==> config.mk <==
export PLATFORM = sky130hd
export DESIGN_NAME = header_sync_escape_deframer_core
export DESIGN_NICKNAME = d
export VERILOG_FILES = /design/src/design/hsed_pkg.sv /design/src/design/hsed_csr.sv /design/src/design/hsed_parser.sv /design/src/design/hsed_rsp_reg.sv /design/src/design/header_sync_escape_deframer_core.sv
export SDC_FILE = /design/constraint.sdc
export NUM_CORES = 1
export LEC_CHECK = 0
export BUFFER_PORTS_ARGS = -buffer_cell sky130_fd_sc_hd__buf_2
export CAP_MARGIN = 20
export CORE_MARGIN = 8
export CORE_UTILIZATION = 45
export DETAILED_ROUTE_END_ITERATION = 8
export HOLD_SLACK_MARGIN = 0.05
export PLACE_DENSITY = 0.65
export SETUP_SLACK_MARGIN = 0.15
export SYNTH_ARGS = -nofsm -noshare
export SYNTH_HDL_FRONTEND = slang
export SYNTH_SLANG_ARGS = --single-unit
==> constraint.sdc <==
create_clock -name clock -period 4.7 [get_ports clock]
set_clock_uncertainty 0.1 [all_clocks]
set_input_delay 0.47 -clock clock [delete_from_list [all_inputs] [get_ports clock]]
set_output_delay 0.47 -clock clock [all_outputs]
set_load 0.01 [all_outputs]
==> src/design/hsed_pkg.sv <==
package hsed_pkg;

   localparam logic [7:0] MARK_BYTE       = 8'hFF;
   localparam logic [7:0] PARITY_BYTE     = 8'h00;
   localparam logic [1:0] LAST_HEADER_POS = 2'd3;

   typedef enum logic [2:0] {
      REG_HEADER_ZERO    = 3'd0,
      REG_HEADER_ONE     = 3'd1,
      REG_HEADER_TWO     = 3'd2,
      REG_HEADER_THREE   = 3'd3,
      REG_PAYLOAD_LENGTH = 3'd4
   } csr_index_type;

   typedef enum logic [1:0] {
      EV_DATA     = 2'd0,
      EV_MISALIGN = 2'd1,
      EV_PARITY   = 2'd2,
      EV_BADESC   = 2'd3
   } event_kind_type;

   typedef struct packed {
      logic [3:0][7:0] header;
      logic [7:0]      payload_length;
   } csr_type;

   typedef struct packed {
      event_kind_type kind;
      logic [7:0]     value;
      logic [7:0]     index;
      logic           last;
   } result_type;

endpackage

==> src/design/hsed_csr.sv <==
module hsed_csr (
   input  logic              clock,
   input  logic              reset,
   input  logic              csr_write_enable,
   input  logic [2:0]        csr_index,
   input  logic [7:0]        csr_write_data,
   output hsed_pkg::csr_type csr
);
   import hsed_pkg::*;

   csr_type csr_ff;

   always_ff @(posedge clock) begin
      if (reset) begin
         csr_ff.header         <= '0;
         csr_ff.payload_length <= 8'd1;
      end else if (csr_write_enable) begin
         case (csr_index_type'(csr_index))
            REG_HEADER_ZERO:    csr_ff.header[0]      <= csr_write_data;
            REG_HEADER_ONE:     csr_ff.header[1]      <= csr_write_data;
            REG_HEADER_TWO:     csr_ff.header[2]      <= csr_write_data;
            REG_HEADER_THREE:   csr_ff.header[3]      <= csr_write_data;
            REG_PAYLOAD_LENGTH: csr_ff.payload_length <= csr_write_data;
            default: ;
         endcase
      end
   end

   assign csr = csr_ff;

endmodule

==> src/design/hsed_parser.sv <==
module hsed_parser (
   input  logic                 clock,
   input  logic                 reset,
   input  logic                 accept,
   input  logic [7:0]           rx_byte,
   input  hsed_pkg::csr_type    csr,
   output logic                 has_result,
   output hsed_pkg::result_type result
);
   import hsed_pkg::*;

   typedef enum logic [1:0] {
      MODE_HEADER  = 2'd0,
      MODE_PAYLOAD = 2'd1,
      MODE_MARK    = 2'd2,
      MODE_PARITY  = 2'd3
   } mode_type;

   mode_type   mode_ff, mode_in;
   logic [7:0] position_ff, position_in;
   logic [7:0] next_position;
   logic       payload_last;

   assign next_position = position_ff + 8'd1;
   assign payload_last  = (next_position == csr.payload_length);

   always_comb begin
      mode_in      = mode_ff;
      position_in  = position_ff;
      has_result   = 1'b0;
      result.kind  = EV_DATA;
      result.value = rx_byte;
      result.index = 8'd0;
      result.last  = 1'b0;
      case (mode_ff)
         MODE_HEADER: begin
            if (rx_byte == csr.header[position_ff[1:0]]) begin
               if (position_ff[1:0] == LAST_HEADER_POS) begin
                  position_in = 8'd0;
                  mode_in     = MODE_PAYLOAD;
               end else begin
                  position_in = {6'd0, position_ff[1:0] + 2'd1};
               end
            end else begin
               // restart the match; this byte is not retried as header byte zero
               position_in = 8'd0;
               has_result  = 1'b1;
               result.kind = EV_MISALIGN;
            end
         end
         MODE_PAYLOAD, MODE_MARK: begin
            if (mode_ff == MODE_PAYLOAD && rx_byte == MARK_BYTE) begin
               mode_in = MODE_MARK;
            end else if (mode_ff == MODE_MARK && rx_byte == PARITY_BYTE) begin
               mode_in = MODE_PARITY;
            end else if (mode_ff == MODE_MARK && rx_byte != MARK_BYTE) begin
               position_in = 8'd0;
               mode_in     = MODE_HEADER;
               has_result  = 1'b1;
               result.kind = EV_BADESC;
            end else begin
               // plain payload byte, or an escaped mark
               has_result   = 1'b1;
               result.index = position_ff;
               result.last  = payload_last;
               position_in  = payload_last ? 8'd0 : next_position;
               mode_in      = payload_last ? MODE_HEADER : MODE_PAYLOAD;
            end
         end
         default: begin
            // drop the byte after FF 00 and resync
            position_in = 8'd0;
            mode_in     = MODE_HEADER;
            has_result  = 1'b1;
            result.kind = EV_PARITY;
         end
      endcase
   end

   always_ff @(posedge clock) begin
      if (reset) begin
         mode_ff     <= MODE_HEADER;
         position_ff <= 8'd0;
      end else if (accept) begin
         mode_ff     <= mode_in;
         position_ff <= position_in;
      end
   end

endmodule

==> src/design/hsed_rsp_reg.sv <==
module hsed_rsp_reg (
   input  logic                 clock,
   input  logic                 reset,
   input  logic                 load,
   input  hsed_pkg::result_type result,
   input  logic                 rsp_ready,
   output logic                 rsp_valid,
   output hsed_pkg::result_type rsp_result,
   output logic                 can_load
);
   import hsed_pkg::*;

   logic       valid_ff;
   result_type result_ff;

   // free when empty, or when the held result leaves this cycle
   assign can_load = !valid_ff || rsp_ready;

   always_ff @(posedge clock) begin
      if (reset) begin
         valid_ff <= 1'b0;
      end else if (load) begin
         valid_ff <= 1'b1;
      end else if (rsp_ready) begin
         valid_ff <= 1'b0;
      end
   end

   always_ff @(posedge clock) begin
      if (load) begin
         result_ff <= result;
      end
   end

   assign rsp_valid  = valid_ff;
   assign rsp_result = result_ff;

endmodule

==> src/design/header_sync_escape_deframer_core.sv <==
// Channel   Direction  Handshake            Payload
// req       in         req_valid/req_ready  req_rx_byte
// rsp       out        rsp_valid/rsp_ready  rsp_event_kind, rsp_byte_value,
//                                           rsp_byte_index, rsp_last_of_packet
// csr       in         csr_write_enable     csr_index, csr_write_data
//
// One received byte per cycle while req_ready is high; a result is registered and then appears.
// The parser state and the compare against the header registers feed
// combinational logic ahead of a single result register.
// Synchronous reset returns the parser to header search, position 0, and
// empties the result register; registers go to zero headers and length 1.
// A held result stalls req only if rsp_ready is low in that cycle.
module header_sync_escape_deframer_core (
   input  logic       clock,
   input  logic       reset,
   input  logic       req_valid,
   output logic       req_ready,
   input  logic [7:0] req_rx_byte,
   output logic       rsp_valid,
   input  logic       rsp_ready,
   output logic [1:0] rsp_event_kind,
   output logic [7:0] rsp_byte_value,
   output logic [7:0] rsp_byte_index,
   output logic       rsp_last_of_packet,
   input  logic       csr_write_enable,
   input  logic [2:0] csr_index,
   input  logic [7:0] csr_write_data
);
   import hsed_pkg::*;

   csr_type    csr;
   result_type result;
   result_type rsp_result;
   logic       accept;
   logic       has_result;
   logic       can_load;

   // take a transaction whenever the result register can hold its outcome
   assign req_ready = can_load;
   assign accept    = req_valid && req_ready;

   hsed_csr u_csr (
      .clock            (clock),
      .reset            (reset),
      .csr_write_enable (csr_write_enable),
      .csr_index        (csr_index),
      .csr_write_data   (csr_write_data),
      .csr              (csr)
   );

   hsed_parser u_parser (
      .clock      (clock),
      .reset      (reset),
      .accept     (accept),
      .rx_byte    (req_rx_byte),
      .csr        (csr),
      .has_result (has_result),
      .result     (result)
   );

   // load only bytes that raise an event or carry payload
   hsed_rsp_reg u_rsp_reg (
      .clock      (clock),
      .reset      (reset),
      .load       (accept && has_result),
      .result     (result),
      .rsp_ready  (rsp_ready),
      .rsp_valid  (rsp_valid),
      .rsp_result (rsp_result),
      .can_load   (can_load)
   );

   assign rsp_event_kind     = rsp_result.kind;
   assign rsp_byte_value     = rsp_result.value;
   assign rsp_byte_index     = rsp_result.index;
   assign rsp_last_of_packet = rsp_result.last;

   // error events carry no packet position
   a_error_fields_zero: assert property (@(posedge clock) disable iff (reset)
      rsp_valid && rsp_event_kind != EV_DATA |-> rsp_byte_index == 8'd0 && !rsp_last_of_packet)
      else $error("error event with non-zero index or last flag");

   // the final payload byte sits at index length minus one
   a_last_index: assert property (@(posedge clock) disable iff (reset)
      rsp_valid && rsp_last_of_packet |-> rsp_byte_index == csr.payload_length - 8'd1)
      else $error("last_of_packet at wrong index");

   // nothing leaves the block in the cycle after reset
   a_reset_empty: assert property (@(posedge clock)
      reset |=> !rsp_valid)
      else $error("result valid straight after reset");

endmodule

==> results.sh <==
export IMPL_critPathKind="flip-flop to flip-flop"
export IMPL_cts_root_buf="clkbuf_8"
export IMPL_synth_top_area_share=0.303
export IMPL_wl_per_cell_um=15.1
export IMPL_seqPwrFrac=0.498
export IMPL_setup_violations=0
export IMPL_cts_tree="done"
export IMPL_yosysWarnings=0
export IMPL_slew_headroom=0.348
export IMPL_diodes=0
export IMPL_synth_seq_area_share=0.473
export IMPL_clkPwrFrac=0.434
export IMPL_r2r_slack_ns=1.51
export IMPL_power_uw=1290
export IMPL_synth_cell_types=51
export IMPL_design_area_um2=3850
export IMPL_antenna_left=0
export IMPL_rsz0062_at_grt="false"
export IMPL_worstRegToRegCells=5
export IMPL_die_area_um2=10500
export IMPL_synth_seq_cells=70
export IMPL_dp_hpwl_um=5610
export IMPL_synth_edf_count=19
export IMPL_async_flop_share=0
export IMPL_tightest_slew_ns=0.978
export IMPL_grt_pass1_vias=2534
export IMPL_min_path_type="input pin to flip-flop"
export IMPL_r2r_end="u_rsp_reg.rsp_result[8]$_SDFFCE_PP0P_"
export IMPL_core_um2=7250
export IMPL_place_congestion=0.875
export IMPL_yosysMostFrequentCell="nand2_1"
export IMPL_arrival_ns=3.05
export IMPL_io_pins=45
export IMPL_path_max_fanout=19
export IMPL_place_area_um2=3620
export IMPL_leakage_uw=0.00138
export IMPL_ys_flop_type="dfxtp_1"
export IMPL_combPwrFrac=0.068
export IMPL_final_hold_violation_count=0
export IMPL_p_sw_uw=290
export IMPL_port_buffers=44
export IMPL_postCtsSetupBuffers=0
export IMPL_r2r_start="u_parser.position_ff[0]$_SDFFE_PP0P_"
export IMPL_netlist_top_cells_area="dfxtp_1 30%, edfxtp_1 17%, nand2_1 11%"
export IMPL_endpoint_kind="flip-flop"
export IMPL_start_util=0.464
export IMPL_layout_drive_gt1_share=0.167
export IMPL_num_rows=31
export IMPL_die_height_um=103
export IMPL_max_freq_mhz=314
export IMPL_postCtsHoldBufs=0
export IMPL_cp_startpoint="u_parser.position_ff[0]$_SDFFE_PP0P_"
export IMPL_tns_ns=0
export IMPL_post_route_drc_count=0
export IMPL_netlist_area_um2=3370
export IMPL_synth_area_per_cell_um2=9.18
export IMPL_holdWs_ns=0.271
export IMPL_totalWireLength_um=7630
export IMPL_min_period_ns=3.19
export IMPL_antenna_found_initial=0
export IMPL_vias=2750
export IMPL_cts_resized=0
export IMPL_cap_viol_max_count=0
export IMPL_nNetsFinal=432
export IMPL_fillers=686
export IMPL_clk_pin_slew_ns=0.07
export IMPL_cts_sinks=70
export IMPL_synth_cells=367
export IMPL_period_share=0.679
export IMPL_clk_latency_ns=0.34
export IMPL_drv_slew=0
export IMPL_htreeDepth=3
export IMPL_vias_per_cell=5.42
export IMPL_synth_top_cell_by_area="dfxtp_1"
export IMPL_syn2layout_area_growth_pct=14.3
export IMPL_cts_buffers=9
export IMPL_grt_start_max_net_pins=48
export IMPL_required_ns=4.56
export IMPL_status="complete, no violations"
export IMPL_swShare=0.225
export IMPL_p_int_uw=997
export IMPL_synthTopCellsByCount="95 x nand2_1, 51 x dfxtp_1, 43 x a21oi_1"
export IMPL_peakVddDrop_uv=222
export IMPL_powerDensity_nw_per_um2=335
export IMPL_synth_fp_nets=396
export IMPL_die_w_um=103
export IMPL_grt_pass1_wl_um=12700
export IMPL_worstSetupEndpoint="u_rsp_reg.rsp_result[8]$_SDFFCE_PP0P_"
export IMPL_cts_buffer_depth=2
export IMPL_grt_use_total=0.155
export IMPL_drt_iter0_drc=242
export IMPL_cp_start_kind="flip-flop"
export IMPL_globalRoute_totalOverflow=0
export IMPL_drt_first_pass_iters=5
[metrics by stage]
| step | instances | worst slack, ns | util |
|---|---|---|---|
| 2_1_floorplan | 367 | 1.70 | - |
| 3_3_place_gp | 491 | 1.65 | 0.499 |
| 3_5_place_dp | 491 | 1.48 | 0.499 |
| 4_1_cts | 507 | 1.45 | 0.531 |
| 5_1_grt | 507 | 1.30 | 0.531 |
| 6_report | 507 | 1.51 | 0.531 |
[cells by family after synthesis]
group / Yosys count / synth area share
buffers and inverters: 28 / 0.0394
and+or+nand+nor: 167 / 0.234
muxes: 10 / 0.0672
DFF: 70 / 0.473
xor gates and xnor gates: 16 / 0.0416
AOI/OAI and AO/OA: 71 / 0.127
adders and majority gates: 5 / 0.0186
[power by group through the flow]
stage               registers (µW)  logic, µW  clock network (µW)
floorplan                      658       48.5                   0
global placement               655       86.7                   0
detailed placement             655       88.0                   0
CTS                            641       88.2                 568
global route                   642       97.2                 588
finish                         641       87.7                 559
[cell usage in the layout, fill, tap and decap left out, types with 3 or more instances in the layout]
master / count
and3_1: 9
nor3_1: 4
edfxtp_1: 19
ha_1: 5
or3_1: 4
nand2b_1: 6
a41oi_1: 3
dfxtp_1: 51
nand2_1: 95
mux4_1: 7
xnor2_1: 13
inv_1: 9
o22ai_1: 3
xor2_1: 3
a31oi_1: 3
clkbuf_8: 9
nor2b_1: 3
a21oi_1: 42
nand3_1: 9
buf_2: 44
nor2_1: 12
nand4_1: 9
o21ai_0: 5
[worst min-delay path by stage]
| stage | from | to | slack [ns] | depth (start not counted) |
|---|---|---|---|---|
| after global placement | u_csr.csr[31]$_SDFFE_PP0P_ | u_csr.csr[31]$_SDFFE_PP0P_ | 0.34 | 2 |
| after CTS | req_rx_byte[7] | u_rsp_reg.rsp_result[16]$_DFFE_PP_ | 0.26 | 1 |
| after global routing | req_rx_byte[7] | u_rsp_reg.rsp_result[16]$_DFFE_PP_ | 0.27 | 1 |
| after detailed placement | u_csr.csr[29]$_SDFFE_PP0P_ | u_csr.csr[29]$_SDFFE_PP0P_ | 0.35 | 2 |
| final | req_rx_byte[7] | u_rsp_reg.rsp_result[16]$_DFFE_PP_ | 0.27 | 1 |
| after floorplan | u_csr.csr[16]$_SDFFE_PP0P_ | u_csr.csr[16]$_SDFFE_PP0P_ | 0.33 | 2 |
[final cells by class]
| type | count | area (µm²) | share of cell area |
|---|---|---|---|
| Multi-Input combinational cell | 269 | 1650 | 0.428 |
| Inverter | 9 | 33.8 | 0.00877 |
| Timing Repair Buffer | 44 | 220 | 0.0572 |
| Sequential cell | 70 | 1590 | 0.413 |
| Clock inverter | 5 | 80.1 | 0.0208 |
| Clock buffer | 11 | 153 | 0.0396 |
| Tap cell | 99 | 124 | 0.0322 |
[flip-flops by register name (all words and copies together), names as in the netlist]
name,cells
u_rsp_reg.rsp_result,19
u_csr.csr,40
u_rsp_reg.rsp_valid,1
u_parser.mode_ff,2
u_parser.position_ff,8
[worst max-delay path, stage by stage, from the launching register on]
cell and delay [ns]:
dfxtp_1 0.75, mux4_1 0.67, xnor2_1 0.14, nand4_1 0.13, o21ai_0 0.19, a21oi_2 0.82
[metal layers]
| metal | up-vias | GRT usage | share of wire |
|---|---|---|---|
| met2 | 92 | 0.235 | 0.45 |
| li1 | 1370 | - | - |
| met4 | 0 | 0.0609 | 0.015 |
| met5 | - | 0 | 0 |
| met3 | 12 | 0.0263 | 0.065 |
| met1 | 1276 | 0.213 | 0.47 |
Note: power is estimated with default switching activity, not from simulation.
